## config.mk

```make
export PLATFORM = sky130hd
export DESIGN_NAME = kalman_predict_pos_vel_top
export DESIGN_NICKNAME = d
export VERILOG_FILES = /design/src/hw/rtl/kpv_pkg.sv /design/src/hw/rtl/kpv_regs.sv /design/src/hw/rtl/kpv_ctrl.sv /design/src/hw/rtl/kpv_dp.sv /design/src/hw/rtl/kalman_predict_pos_vel_top.sv
export SDC_FILE = /design/constraint.sdc
export NUM_CORES = 2
export LEC_CHECK = 0
export BUFFER_PORTS_ARGS = -buffer_cell sky130_fd_sc_hd__buf_2
export CAP_MARGIN = 30
export CORE_UTILIZATION = 48
export DETAILED_ROUTE_END_ITERATION = 8
export GPL_TIMING_DRIVEN = 0
export SLEW_MARGIN = 10
export SYNTH_ARGS = -nofsm -noshare
export SYNTH_HDL_FRONTEND = slang
export SYNTH_SLANG_ARGS = --single-unit
```

## constraint.sdc

```tcl
create_clock -name aclk -period 8.8 [get_ports aclk]
set_input_delay 0.44 -clock aclk [delete_from_list [all_inputs] [get_ports aclk]]
set_output_delay 0.44 -clock aclk [all_outputs]
set_load 0.02 [all_outputs]
```

## src/hw/rtl/kpv_pkg.sv

```systemverilog
// ----------------------------------------------------------------------------
// kpv_pkg
// shared constants, types and the multiply schedule of the kalman predict block
// ----------------------------------------------------------------------------
package kpv_pkg;

    // fixed-point format and word widths
    localparam int DATA_W        = 32;
    localparam int FRAC_BITS     = 16;
    localparam int STEP_BITS_DEF = 8;
    localparam int TIME_STEP_W   = 8;

    localparam logic [DATA_W-1:0] ONE_FX      = DATA_W'(64'd1 << FRAC_BITS);
    localparam logic [DATA_W-1:0] NOISE_RESET = DATA_W'((64'd1 << FRAC_BITS) / 100);

    // configuration port
    localparam int APB_ADDR_W = 5;
    localparam int REG_IDX_W  = 3;

    localparam logic [REG_IDX_W-1:0] REG_ACCEL_NOISE       = 3'd0;
    localparam logic [REG_IDX_W-1:0] REG_INIT_POSITION     = 3'd1;
    localparam logic [REG_IDX_W-1:0] REG_INIT_VELOCITY     = 3'd2;
    localparam logic [REG_IDX_W-1:0] REG_INIT_POS_VARIANCE = 3'd3;
    localparam logic [REG_IDX_W-1:0] REG_INIT_VEL_VARIANCE = 3'd4;

    // multiply schedule: one product by dt per step, product k lands in term k
    localparam int NUM_STEPS  = 10;
    localparam int STEP_CNT_W = $clog2(NUM_STEPS);

    localparam logic [STEP_CNT_W-1:0] T_AD1  = 4'd0;  // a*dt
    localparam logic [STEP_CNT_W-1:0] T_AD2  = 4'd1;  // a*dt^2
    localparam logic [STEP_CNT_W-1:0] T_VD   = 4'd2;  // v*dt
    localparam logic [STEP_CNT_W-1:0] T_CD   = 4'd3;  // c*dt
    localparam logic [STEP_CNT_W-1:0] T_PVD1 = 4'd4;  // pvv*dt
    localparam logic [STEP_CNT_W-1:0] T_PVD2 = 4'd5;  // pvv*dt^2
    localparam logic [STEP_CNT_W-1:0] T_Q1   = 4'd6;  // q*dt
    localparam logic [STEP_CNT_W-1:0] T_Q2   = 4'd7;  // q*dt^2
    localparam logic [STEP_CNT_W-1:0] T_Q3   = 4'd8;  // q*dt^3
    localparam logic [STEP_CNT_W-1:0] T_Q4   = 4'd9;  // q*dt^4

    // multiplier operand select
    localparam int OP_W = 3;

    localparam logic [OP_W-1:0] OP_ACCEL = 3'd0;
    localparam logic [OP_W-1:0] OP_PROD  = 3'd1;
    localparam logic [OP_W-1:0] OP_VEL   = 3'd2;
    localparam logic [OP_W-1:0] OP_COV   = 3'd3;
    localparam logic [OP_W-1:0] OP_PVV   = 3'd4;
    localparam logic [OP_W-1:0] OP_NOISE = 3'd5;

    typedef struct packed {
        logic [DATA_W-1:0] accel_noise;
        logic [DATA_W-1:0] init_position;
        logic [DATA_W-1:0] init_velocity;
        logic [DATA_W-1:0] init_pos_variance;
        logic [DATA_W-1:0] init_vel_variance;
    } kpv_cfg_t;

    typedef struct packed {
        logic                  capture;
        logic                  mul_en;
        logic [OP_W-1:0]       op_sel;
        logic [STEP_CNT_W-1:0] step;
        logic                  sum_en;
        logic                  commit;
        logic                  reload;
    } kpv_cmd_t;

    function automatic logic [OP_W-1:0] step_op(input logic [STEP_CNT_W-1:0] step);
        logic [OP_W-1:0] op;
        case (step)
            T_AD1:   op = OP_ACCEL;
            T_AD2:   op = OP_PROD;
            T_VD:    op = OP_VEL;
            T_CD:    op = OP_COV;
            T_PVD1:  op = OP_PVV;
            T_PVD2:  op = OP_PROD;
            T_Q1:    op = OP_NOISE;
            T_Q2:    op = OP_PROD;
            T_Q3:    op = OP_PROD;
            T_Q4:    op = OP_PROD;
            default: op = OP_ACCEL;
        endcase
        return op;
    endfunction

endpackage

```

## src/hw/rtl/kpv_regs.sv

```systemverilog
// ----------------------------------------------------------------------------
// kpv_regs
// apb register file: process noise and the reload values
// ----------------------------------------------------------------------------
module kpv_regs import kpv_pkg::*; (
    input  logic                  aclk,
    input  logic                  aresetn,
    input  logic                  psel,
    input  logic                  penable,
    input  logic                  pwrite,
    input  logic [APB_ADDR_W-1:0] paddr,
    input  logic [DATA_W-1:0]     pwdata,
    output logic [DATA_W-1:0]     prdata,
    output logic                  pready,
    output kpv_cfg_t              cfg
);

    kpv_cfg_t             cfg_reg;
    kpv_cfg_t             cfg_next;
    logic [REG_IDX_W-1:0] idx;
    logic                 wr_en;

    assign idx    = paddr[APB_ADDR_W-1:2];
    assign wr_en  = psel & penable & pwrite;
    assign pready = 1'b1;
    assign cfg    = cfg_reg;

    always_comb begin
        cfg_next = cfg_reg;
        if (wr_en) begin
            case (idx)
                REG_ACCEL_NOISE:       cfg_next.accel_noise       = pwdata;
                REG_INIT_POSITION:     cfg_next.init_position     = pwdata;
                REG_INIT_VELOCITY:     cfg_next.init_velocity     = pwdata;
                REG_INIT_POS_VARIANCE: cfg_next.init_pos_variance = pwdata;
                REG_INIT_VEL_VARIANCE: cfg_next.init_vel_variance = pwdata;
                default: ;
            endcase
        end
    end

    always_comb begin
        case (idx)
            REG_ACCEL_NOISE:       prdata = cfg_reg.accel_noise;
            REG_INIT_POSITION:     prdata = cfg_reg.init_position;
            REG_INIT_VELOCITY:     prdata = cfg_reg.init_velocity;
            REG_INIT_POS_VARIANCE: prdata = cfg_reg.init_pos_variance;
            REG_INIT_VEL_VARIANCE: prdata = cfg_reg.init_vel_variance;
            default:               prdata = '0;
        endcase
    end

    always_ff @(posedge aclk) begin
        if (!aresetn) begin
            cfg_reg.accel_noise       <= NOISE_RESET;
            cfg_reg.init_position     <= '0;
            cfg_reg.init_velocity     <= '0;
            cfg_reg.init_pos_variance <= ONE_FX;
            cfg_reg.init_vel_variance <= ONE_FX;
        end else begin
            cfg_reg <= cfg_next;
        end
    end

endmodule

```

## src/hw/rtl/kpv_ctrl.sv

```systemverilog
// ----------------------------------------------------------------------------
// kpv_ctrl
// sequencer: accepts a word, steps the shared multiplier, sums, commits
// ----------------------------------------------------------------------------
module kpv_ctrl import kpv_pkg::*; (
    input  logic     aclk,
    input  logic     aresetn,
    input  logic     s_tvalid,
    input  logic     s_func,
    output logic     s_tready,
    input  logic     m_tready,
    output logic     m_tvalid,
    output kpv_cmd_t cmd
);

    localparam logic [1:0] ST_IDLE   = 2'd0;
    localparam logic [1:0] ST_MUL    = 2'd1;
    localparam logic [1:0] ST_SUM    = 2'd2;
    localparam logic [1:0] ST_COMMIT = 2'd3;

    localparam logic [STEP_CNT_W-1:0] LAST_STEP = STEP_CNT_W'(NUM_STEPS - 1);

    logic [1:0]            state_reg, state_next;
    logic [STEP_CNT_W-1:0] step_reg, step_next;
    logic                  func_reg, func_next;
    logic                  m_valid_reg, m_valid_next;
    logic                  accept;

    assign s_tready = (state_reg == ST_IDLE);
    assign accept   = s_tvalid & s_tready;
    assign m_tvalid = m_valid_reg;

    always_comb begin
        state_next   = state_reg;
        step_next    = step_reg;
        func_next    = func_reg;
        m_valid_next = m_valid_reg & ~m_tready;
        cmd          = '0;
        cmd.op_sel   = step_op(step_reg);
        cmd.step     = step_reg;
        cmd.reload   = func_reg;
        case (state_reg)
            ST_IDLE: begin
                if (accept) begin
                    cmd.capture = 1'b1;
                    func_next   = s_func;
                    step_next   = '0;
                    state_next  = s_func ? ST_COMMIT : ST_MUL;
                end
            end
            ST_MUL: begin
                cmd.mul_en = 1'b1;
                if (step_reg == LAST_STEP) begin
                    state_next = ST_SUM;
                end else begin
                    step_next = step_reg + 1'b1;
                end
            end
            ST_SUM: begin
                cmd.sum_en = 1'b1;
                state_next = ST_COMMIT;
            end
            ST_COMMIT: begin
                // hold until the previous result has left the output
                if (!m_valid_reg || m_tready) begin
                    cmd.commit   = 1'b1;
                    m_valid_next = 1'b1;
                    state_next   = ST_IDLE;
                end
            end
            default: state_next = ST_IDLE;
        endcase
    end

    always_ff @(posedge aclk) begin
        if (!aresetn) begin
            state_reg   <= ST_IDLE;
            step_reg    <= '0;
            func_reg    <= 1'b0;
            m_valid_reg <= 1'b0;
        end else begin
            state_reg   <= state_next;
            step_reg    <= step_next;
            func_reg    <= func_next;
            m_valid_reg <= m_valid_next;
        end
    end

endmodule

```

## src/hw/rtl/kpv_dp.sv

```systemverilog
// ----------------------------------------------------------------------------
// kpv_dp
// datapath: filter state, shared multiply-by-dt unit, term sums, saturation
// ----------------------------------------------------------------------------
module kpv_dp import kpv_pkg::*; #(
    parameter int STEP_BITS = STEP_BITS_DEF
) (
    input  logic                   aclk,
    input  logic                   aresetn,
    input  kpv_cmd_t               cmd,
    input  kpv_cfg_t               cfg,
    input  logic [DATA_W-1:0]      accel_in,
    input  logic [TIME_STEP_W-1:0] time_step,
    output logic [DATA_W-1:0]      position_out,
    output logic [DATA_W-1:0]      velocity_out,
    output logic [DATA_W-1:0]      pos_variance_out,
    output logic [DATA_W-1:0]      vel_variance_out,
    output logic [DATA_W-1:0]      covariance_out,
    output logic                   saturated
);

    // term width: exact for one product by dt, clamped beyond that; a clamped
    // term is far enough out that the final value saturates the same way
    localparam int XW = DATA_W + STEP_BITS + 4;
    localparam int PW = XW + STEP_BITS + 1;
    localparam int SW = XW + 3;

    localparam logic [DATA_W-1:0] S32_MAX = {1'b0, {(DATA_W-1){1'b1}}};
    localparam logic [DATA_W-1:0] S32_MIN = {1'b1, {(DATA_W-1){1'b0}}};
    localparam logic [DATA_W-1:0] U32_MAX = {DATA_W{1'b1}};

    logic [DATA_W-1:0]     position_reg, velocity_reg, pos_var_reg, vel_var_reg, cov_reg;
    logic                  sat_reg;
    logic [DATA_W-1:0]     accel_reg;
    logic [STEP_BITS-1:0]  dt_reg;
    logic signed [XW-1:0]  prod_reg, prod_next;
    logic signed [XW-1:0]  terms_reg [NUM_STEPS];
    logic signed [SW-1:0]  pos_sum_reg, vel_sum_reg, pvar_sum_reg, vvar_sum_reg, cov_sum_reg;
    logic signed [SW-1:0]  pos_sum_next, vel_sum_next, pvar_sum_next, vvar_sum_next;
    logic signed [SW-1:0]  cov_sum_next;
    logic signed [XW-1:0]  op;
    logic signed [PW-1:0]  prod_full;
    logic [PW-XW:0]        prod_hi;
    logic [DATA_W:0]       pos_sat, vel_sat, pvar_sat, vvar_sat, cov_sat;

    function automatic logic signed [XW-1:0] sext_x(input logic [DATA_W-1:0] x);
        return {{(XW-DATA_W){x[DATA_W-1]}}, x};
    endfunction

    function automatic logic signed [XW-1:0] zext_x(input logic [DATA_W-1:0] x);
        return {{(XW-DATA_W){1'b0}}, x};
    endfunction

    function automatic logic signed [SW-1:0] ext_s(input logic signed [XW-1:0] x);
        return SW'(x);
    endfunction

    // {flag, value}
    function automatic logic [DATA_W:0] sat_s(input logic signed [SW-1:0] v);
        logic [SW-DATA_W:0] hi;
        hi = v[SW-1:DATA_W-1];
        if ((&hi) || !(|hi)) begin
            return {1'b0, v[DATA_W-1:0]};
        end
        return {1'b1, v[SW-1] ? S32_MIN : S32_MAX};
    endfunction

    function automatic logic [DATA_W:0] sat_u(input logic signed [SW-1:0] v);
        if (v[SW-1]) begin
            return {1'b1, {DATA_W{1'b0}}};
        end
        if (|v[SW-1:DATA_W]) begin
            return {1'b1, U32_MAX};
        end
        return {1'b0, v[DATA_W-1:0]};
    endfunction

    // operand select for the shared multiplier
    always_comb begin
        case (cmd.op_sel)
            OP_ACCEL: op = sext_x(accel_reg);
            OP_PROD:  op = prod_reg;
            OP_VEL:   op = sext_x(velocity_reg);
            OP_COV:   op = sext_x(cov_reg);
            OP_PVV:   op = zext_x(vel_var_reg);
            OP_NOISE: op = zext_x(cfg.accel_noise);
            default:  op = '0;
        endcase
    end

    assign prod_full = PW'(op) * PW'($signed({1'b0, dt_reg}));
    assign prod_hi   = prod_full[PW-1:XW-1];

    always_comb begin
        if ((&prod_hi) || !(|prod_hi)) begin
            prod_next = prod_full[XW-1:0];
        end else if (prod_full[PW-1]) begin
            prod_next = {1'b1, {(XW-1){1'b0}}};
        end else begin
            prod_next = {1'b0, {(XW-1){1'b1}}};
        end
    end

    // term sums, halving and quartering round toward minus infinity
    always_comb begin
        vel_sum_next  = SW'($signed(velocity_reg)) + ext_s(terms_reg[T_AD1]);
        pos_sum_next  = SW'($signed(position_reg)) + ext_s(terms_reg[T_VD])
                      + (ext_s(terms_reg[T_AD2]) >>> 1);
        pvar_sum_next = SW'($signed({1'b0, pos_var_reg})) + ext_s(terms_reg[T_PVD2])
                      + (ext_s(terms_reg[T_Q4]) >>> 2) + (ext_s(terms_reg[T_CD]) <<< 1);
        vvar_sum_next = SW'($signed({1'b0, vel_var_reg})) + ext_s(terms_reg[T_Q2]);
        cov_sum_next  = ext_s(terms_reg[T_PVD1]) + (ext_s(terms_reg[T_Q3]) >>> 1)
                      + SW'($signed(cov_reg));
    end

    assign pos_sat  = sat_s(pos_sum_reg);
    assign vel_sat  = sat_s(vel_sum_reg);
    assign pvar_sat = sat_u(pvar_sum_reg);
    assign vvar_sat = sat_u(vvar_sum_reg);
    assign cov_sat  = sat_s(cov_sum_reg);

    always_ff @(posedge aclk) begin
        if (cmd.capture) begin
            accel_reg <= accel_in;
            dt_reg    <= STEP_BITS'(time_step);
        end
        if (cmd.mul_en) begin
            prod_reg              <= prod_next;
            terms_reg[cmd.step]   <= prod_next;
        end
        if (cmd.sum_en) begin
            pos_sum_reg  <= pos_sum_next;
            vel_sum_reg  <= vel_sum_next;
            pvar_sum_reg <= pvar_sum_next;
            vvar_sum_reg <= vvar_sum_next;
            cov_sum_reg  <= cov_sum_next;
        end
    end

    // filter state, also the result word
    always_ff @(posedge aclk) begin
        if (!aresetn) begin
            position_reg <= '0;
            velocity_reg <= '0;
            pos_var_reg  <= ONE_FX;
            vel_var_reg  <= ONE_FX;
            cov_reg      <= '0;
            sat_reg      <= 1'b0;
        end else if (cmd.commit) begin
            if (cmd.reload) begin
                position_reg <= cfg.init_position;
                velocity_reg <= cfg.init_velocity;
                pos_var_reg  <= cfg.init_pos_variance;
                vel_var_reg  <= cfg.init_vel_variance;
                cov_reg      <= '0;
                sat_reg      <= 1'b0;
            end else begin
                position_reg <= pos_sat[DATA_W-1:0];
                velocity_reg <= vel_sat[DATA_W-1:0];
                pos_var_reg  <= pvar_sat[DATA_W-1:0];
                vel_var_reg  <= vvar_sat[DATA_W-1:0];
                cov_reg      <= cov_sat[DATA_W-1:0];
                sat_reg      <= pos_sat[DATA_W] | vel_sat[DATA_W] | pvar_sat[DATA_W]
                              | vvar_sat[DATA_W] | cov_sat[DATA_W];
            end
        end
    end

    assign position_out     = position_reg;
    assign velocity_out     = velocity_reg;
    assign pos_variance_out = pos_var_reg;
    assign vel_variance_out = vel_var_reg;
    assign covariance_out   = cov_reg;
    assign saturated        = sat_reg;

endmodule

```

## src/hw/rtl/kalman_predict_pos_vel_top.sv

```systemverilog
// ----------------------------------------------------------------------------
// kalman_predict_pos_vel_top
// one-axis kalman predict step, position and velocity, q16.16 fixed point.
// each input word carries an acceleration and an integer tick count dt; the
// block advances position, velocity, both variances and the covariance and
// returns all five as one result word, clamping any value that leaves its
// 32-bit range and raising the saturated flag in tuser. a word with the reload
// flag set copies the initial-value registers into the state instead (covariance
// zero, flag clear). a predict word passes from acceptance through the single shared
// multiplier (every term is a state value times dt, dt^2, dt^3 or dt^4, built one
// product by dt per cycle), then a state that adds the terms and one that saturates
// and stores. a reload word goes from acceptance straight to the store. the result
// sits in the state registers, so the next word is taken and multiplied while a
// result still waits on m_tready; only the final store waits for it to leave. only
// the low STEP_BITS bits of time_step are used.
// registers: 0x00 accel_noise, 0x04 init_position, 0x08 init_velocity,
// 0x0c init_pos_variance, 0x10 init_vel_variance; write them only while idle.
// ----------------------------------------------------------------------------
module kalman_predict_pos_vel_top import kpv_pkg::*; #(
    parameter int STEP_BITS = STEP_BITS_DEF
) (
    input  logic                  aclk,
    input  logic                  aresetn,
    // input word
    input  logic                  s_tvalid,
    output logic                  s_tready,
    input  logic [39:0]           s_tdata,   // accel_in[31:0], time_step[39:32]
    input  logic [0:0]            s_tuser,   // func[0]: 1 reloads the state
    // result word
    output logic                  m_tvalid,
    input  logic                  m_tready,
    output logic [159:0]          m_tdata,   // position_out[31:0], velocity_out[63:32],
                                             // pos_variance_out[95:64],
                                             // vel_variance_out[127:96],
                                             // covariance_out[159:128]
    output logic [0:0]            m_tuser,   // saturated[0]
    // configuration
    input  logic                  psel,
    input  logic                  penable,
    input  logic                  pwrite,
    input  logic [APB_ADDR_W-1:0] paddr,
    input  logic [DATA_W-1:0]     pwdata,
    output logic [DATA_W-1:0]     prdata,
    output logic                  pready
);

    kpv_cfg_t          cfg;
    kpv_cmd_t          cmd;
    logic [DATA_W-1:0] position_out, velocity_out, pos_variance_out;
    logic [DATA_W-1:0] vel_variance_out, covariance_out;
    logic              saturated;

    // register file
    kpv_regs u_regs (
        .aclk    (aclk),
        .aresetn (aresetn),
        .psel    (psel),
        .penable (penable),
        .pwrite  (pwrite),
        .paddr   (paddr),
        .pwdata  (pwdata),
        .prdata  (prdata),
        .pready  (pready),
        .cfg     (cfg)
    );

    // sequencer owns both handshakes
    kpv_ctrl u_ctrl (
        .aclk     (aclk),
        .aresetn  (aresetn),
        .s_tvalid (s_tvalid),
        .s_func   (s_tuser[0]),
        .s_tready (s_tready),
        .m_tready (m_tready),
        .m_tvalid (m_tvalid),
        .cmd      (cmd)
    );

    // state, multiplier and sums
    kpv_dp #(
        .STEP_BITS (STEP_BITS)
    ) u_dp (
        .aclk             (aclk),
        .aresetn          (aresetn),
        .cmd              (cmd),
        .cfg              (cfg),
        .accel_in         (s_tdata[31:0]),
        .time_step        (s_tdata[39:32]),
        .position_out     (position_out),
        .velocity_out     (velocity_out),
        .pos_variance_out (pos_variance_out),
        .vel_variance_out (vel_variance_out),
        .covariance_out   (covariance_out),
        .saturated        (saturated)
    );

    // result word is the stored state
    assign m_tdata = {covariance_out, vel_variance_out, pos_variance_out,
                      velocity_out, position_out};
    assign m_tuser = saturated;

    // no input taken while the multiplier is stepping
    a_busy_not_ready: assert property (@(posedge aclk) disable iff (!aresetn)
        cmd.mul_en |-> !s_tready)
        else $error("input accepted during multiply sequence");

    // every store raises a result
    a_commit_valid: assert property (@(posedge aclk) disable iff (!aresetn)
        cmd.commit |=> m_tvalid)
        else $error("stored state without a result");

    // a reload reports zero covariance and no clamp
    a_reload_clean: assert property (@(posedge aclk) disable iff (!aresetn)
        (cmd.commit && cmd.reload) |=> (!m_tuser[0] && (m_tdata[159:128] == '0)))
        else $error("reload result carries covariance or flag");

    // a result appears only from a store
    a_valid_source: assert property (@(posedge aclk) disable iff (!aresetn)
        $rose(m_tvalid) |-> $past(cmd.commit))
        else $error("result raised without a store");

endmodule

```

======== Yosys cells after proc, flatten, opt, wreduce, memory -nomap -nowiden ========
Memories as Yosys holds them, arrays and structs flattened. A register that Yosys moved wholly into a read port is not among the register bits.
Cells that the tools add are included.
word-level totals
  memory bits (writable) .................. 440
  word-level logic and storage cells ...... 150
  memory bits (read-only) ................. 48
  bits in registers ....................... 648
  latch bits .............................. 0
  memories kept ........................... 2
memory list
  memory           words  bits a word  read ports  clocked after Yosys merged registers in  wr ports  RTL line       text
  u_dp.terms_reg   10     44           9           0                                        1         kpv_dp.sv:37   logic signed [XW-1:0] terms_reg [NUM_STEPS];
  (no name shown)  16     3            1           1                                        0         kpv_pkg.sv:71  case (step)
cells by class
  shift operators ......................... 0
  divide/modulo/power cells ............... 0
  add/sub/neg operators ................... 10
  multiplexer cells ....................... 56
  reduce and logical (&&, ||, !) cells .... 32
  equality and inequality tests ........... 17
  bitwise logic cells ..................... 9
  $lt $le $gt $ge ......................... 0
  $mul .................................... 1
operators by type and width
  cell                count
  $mux 33             14
  $pmux 44 s6         1
  $mux 32             8
  $pmux 32 s5         1
  $add 32x44->45      2
  $add 33x44->45      2
  $mux 44             2
  $mul 44x9->53       1
  $reduce_and 16->1   3
  $reduce_or 16->1    3
  $add 47x45->47      1
  $add 45x32->46      1
  $add 45x42->46      1
  $add 45x43->46      1
  $add 44x43->45      1
  $reduce_or 15->1    2
  $mux 1              20
  $mux 4              4
  $eq 3x2->1 const B  4
  $reduce_and 2->1    6
  $reduce_and 10->1   1
  $reduce_or 10->1    1
  $eq 3x3->1 const B  3
  $mux 2              4
  18 further kinds    38

======== Longest topological paths before layout ========
  depth in word-level cells ............... 10
  gate-level depth with buffers ........... 29
  mapped depth without buffers ............ 27

======== Modules after synthesis ========
Synthesis repeated with hierarchy kept, for this count alone.
unflattened totals
  cells, all modules ...................... 5932
  area, all modules ....................... 65033.6 µm²
by module, submodules not included
  module    area each (µm²)  instances  sequential area each (µm²)  cells each
  kpv_dp    57256.2          1          24393.4                     5131
  kpv_regs  7073.0           1          3203.1                      726
  kpv_ctrl  704.4            1          220.2                       75

======== Least setup slack after synthesis ========
OpenSTA, ideal clock, no wires.
  path type ............................... reg-to-reg
  from .................................... reg u_dp.cov_reg[31] (netlist: u_dp.covariance_out[31])
  to ...................................... reg u_dp.prod_reg[6] (data pin)
  required time ........................... 8463 ps
  period minus slack after synthesis ...... 7444 ps
  slack ................................... 1356 ps
  arrival ................................. 7107 ps
  cell stages (with the launch flop) ...... 26
  setup time .............................. 337 ps
  path through ............................ dfxtp_1 a31oi_1 nor2_1 clkbuf_1 a21o_1 nand2_1 fa_1 inv_1 fa_1 fa_1 inv_1 fa_1 inv_1 ha_1 a21o_1 a21o_1 a21oi_1 o221ai_1 or4_1 and3_1 o311a_1 a2111oi_0 nand3_1 o31ai_4 clkbuf_2 o21ai_0
on the way
  longest elaborated chain between the ends .. 6
  elaborated cells between the ends (all ways) .. 8
RTL lines
  element                   RTL line       text
  start: declaration        kpv_dp.sv:32   logic [DATA_W-1:0] position_reg, velocity_reg, pos_var_reg, vel_var_reg, cov_reg;
  start signal: assignment  kpv_dp.sv:162  cov_reg <= cov_sat[DATA_W-1:0];
  $pmux 44 s6 *             kpv_dp.sv:80   case (cmd.op_sel)
  $mul 44x9->53 *           kpv_dp.sv:91   assign prod_full = PW'(op) * PW'($signed({1'b0, dt_reg}));
  $reduce_or 10->1          kpv_dp.sv:95   if ((&prod_hi) || !(|prod_hi)) begin
  $logic_not 1->1           kpv_dp.sv:95
  $logic_or 1x1->1          kpv_dp.sv:95
  $mux 44 *                 kpv_dp.sv:95
  net u_dp.prod_next[6]     kpv_dp.sv:36   logic signed [XW-1:0] prod_reg, prod_next;
  end signal: assignment    kpv_dp.sv:128  prod_reg <= prod_next;
  end: declaration          kpv_dp.sv:36
The timed path passes the listed nets; every way through them passes the cells marked *.
A chain may end at the register's enable or synchronous reset.

======== Worst setup path in the final report ========
  from .................................... reg, netlist name u_ctrl.cmd[7]
  to ...................................... mem u_dp.terms_reg[0][39] in the netlist's numbering (data pin)
on the way
  longest elaborated chain between the ends .. 7
  elaborated cells between the ends (all ways) .. 14
RTL lines
  element                                   RTL line
  $eq 3x3->1, or another cell as far along  kpv_dp.sv:80
  $pmux 44 s6 *                             kpv_dp.sv:80
  $mul 44x9->53 *                           kpv_dp.sv:91
  $reduce_or 10->1                          kpv_dp.sv:95
  $logic_not 1->1                           kpv_dp.sv:95
  $logic_or 1x1->1                          kpv_dp.sv:95
  $mux 44 *                                 kpv_dp.sv:95
  net u_dp.prod_next[39]                    kpv_dp.sv:36
  end: declaration                          kpv_dp.sv:37
Marks and branches as above.

==> impl_metrics.toml <==
[floorplanning]
start_util = 0.4857
io_pins = 281
die_h_um = 370.4
die_w_um = 370.4
die_area_mm2 = 0.1372
rows = 134
core_mm2 = 0.1341

[global_route]
grt_start_max_net_pins = 53
grt_pass1_vias = 50510
grt_pass1_wl_um = 315100
grt_usage = 0.3113
antenna_found_initial = 23
grt_overflow = 0

[setup_path]
required_ns = 9.26
r2r_cells = 29
crit_start = "u_ctrl.cmd[7]$_DFF_P_"
worstSetupPathType = "flop to flop"
startpoint_type = "flop"
setup.worst_path.end_class = "flop"
slowest_delay_ns = 0.58
slowest_stage = "fa_1"
reg2reg_from = "u_ctrl.cmd[7]$_DFF_P_"
critPathArrivalTime_ns = 9.07
cp_max_fo = 10

[drt]
antenna_left = 0
drtIter0Drc = 4253
routed_wl_um = 215300
drt_first_pass_iters = 5
drc = 0
vias = 50720
wl_per_cell_um = 24.31
post_drt_via_cell_ratio = 5.726

[sta]
maxSlewViolCount = 0
worstMarginPinSlew_ns = 1.111
fin_crit_sh = 0.9785
setup_viol = 0
slew_headroom = 0.2596
final.setup.worst_slack_ns = 0.1891
holdWs_ns = 0.04036
hold_violations = 0
max_clock_freq_mhz = 116.1
period_minus_slack_ns = 8.611
skew_ns = 0.05079

[synthesis]
synth_area_per_cell_um2 = 10.12
synth_nets = 7299
yosysTopAreaCellShare = 0.3249
async_reset_ff_frac = 0
synth.distinct_cells = 85
synth.area.top_cells = "edfxtp_1, fa_1, dfxtp_1, ha_1, nand2_1"
yosysSeqAreaShare = 0.4270
ys_warn_count = 0
synthesis.area_mm2 = 0.06515
synth-edff-count = 705
synth_cells = 6439
synth_area_leader_cell = "edfxtp_1"
ys_seq_elements = 1037
synthFlopType = "edfxtp_1"

[min_path]
hp-class = "input port to flop"
min_path_cells = 3
min-delay-start = "pwdata[3]"

[placed_design]
dpl.hpwl_um = 175600
io_buffers = 276
dpl_worst_slack_ns = -2.000
gp_congestion = 0.9673
postPlaceCellArea_mm2 = 0.06981

[clocking]
path_clk_slew_ns = 0.06
ctsHtreeMaxLevel = 3
cts_tree = "built"
cts.path.max_buffers = 3
cts_num_sinks = 1037
numCtsBuffers = 113
insertion_delay_ns = 0.76
root_buffer = "clkbuf_16"

[final_layout]
design_area_mm2 = 0.07501
finalCoreUtilization = 0.5593
largest_reg_flops = 392
area_growth_pct = 15.14
nFillCells = 11840
nets = 7838
multiInputGateArea_mm2 = 0.03484
final-seq-area_mm2 = 0.02782
drive_gt1_frac = 0.09917

[run]
drv_cap = 0

[run_status]
outcome = "finished, final reports clean"
==> path summary, 6_finish.rpt <==
kind | endpoint | slack [ns]
max | u_dp.terms_reg[0][39]$_DFFE_PP_ | 0.19
min | u_regs.cfg[3]$_SDFFE_PN0P_ | 0.04
max reg2reg | u_dp.terms_reg[0][39]$_DFFE_PP_ | 0.19
min reg2reg | u_regs.cfg[115]$_SDFFE_PN0P_ | 0.49
==> what timing repair did <==
item                                    in CTS  in global routing
setup buffers                                6                  4
endpoints found under the setup margin     436                404
resized for setup                           77                 38
hold buffers                                66                  0
endpoints found under the hold margin      154                  0
pin swaps                                    8                  6
gates cloned                                 0                  0
==> placed cells by master (no fill, tap or decap), drive strengths merged, types with 17 or more instances in the layout <==
master         n
a211oi        24
a21o         183
a21oi        561
a221oi        38
a22oi        156
a31oi         48
and2         213
and3          49
buf          378
clkbuf       440
clkinv        35
dfxtp        332
dlygate4sd3   66
edfxtp       705
fa           396
ha           379
inv          529
mux2i         40
nand2        840
nand2b        49
nand3        104
nand4         37
nor2         394
nor2b         41
nor3          55
nor4          21
o211ai        17
o21a          41
o21ai        312
o21bai        32
o22ai         40
o311ai        67
xnor2        189
xor2          95
==> synth_stat cells, drive strengths merged (14+ instances only) <==
master	count
nand2	840
edfxtp	705
a21oi	561
inv	527
fa	396
nor2	394
ha	379
dfxtp	332
o21ai	312
clkbuf	268
and2	213
xnor2	189
a21o	183
a22oi	156
nand3	104
xor2	95
o311ai	67
nor3	55
and3	49
nand2b	49
a31oi	48
nor2b	41
o21a	41
mux2i	40
o22ai	40
a221oi	38
nand4	37
o21bai	32
a211oi	24
nor4	21
buf	20
o211ai	17
a211o	16
or3	14
==> cell type report <==
cell class,instances,share of cell area
Inverter,528,0.02642
Sequential cell,1037,0.3709
Clock inverter,44,0.006906
Multi-Input combinational cell,4586,0.4645
Buffer,286,0.01536
Antenna cell,11,0.0003670
Tap cell,1768,0.02949
Clock buffer,172,0.04479
Timing Repair Buffer,426,0.04132
==> worst max-delay path: cells and delay by family (launching register included) <==
kind / cells / cell delay, ns
buffers and inverters: 9 / 1.56
AOI/OAI and AO/OA: 9 / 2.48
DFF: 1 / 0.50
adders and majority gates: 5 / 2.39
and+or+nand+nor: 6 / 1.34
==> cells by family after synthesis <==
family	share of synthesized area
flops	0.4270
simple gates	0.1292
xor+xnor	0.03818
other cells	0.00005756
compound gates	0.1577
fa+ha+maj	0.1945
buf+inv	0.04728
mux	0.006146
==> metrics by stage <==
step                      std cells   TNS (ns)
after floorplan                6439          0
after global routing           8851  -0.003659
after detailed placement       8555    -701.36
final                          8858          0
after CTS                      8841          0
after global placement         8483   -1499.64
==> layer usage <==
layer / global-route usage / wire length [µm] / vias up
met5: 0 / 12 / -
met4: 0.1537 / 12140 / 2
met3: 0.04778 / 14310 / 429
met1: 0.3951 / 87800 / 24830
met2: 0.5177 / 101000 / 1764
li1: - / - / 23700
Power is left out: the tool's default activity adds up to more than one toggle a clock period on the data nets, which glitch-free logic cannot reach.
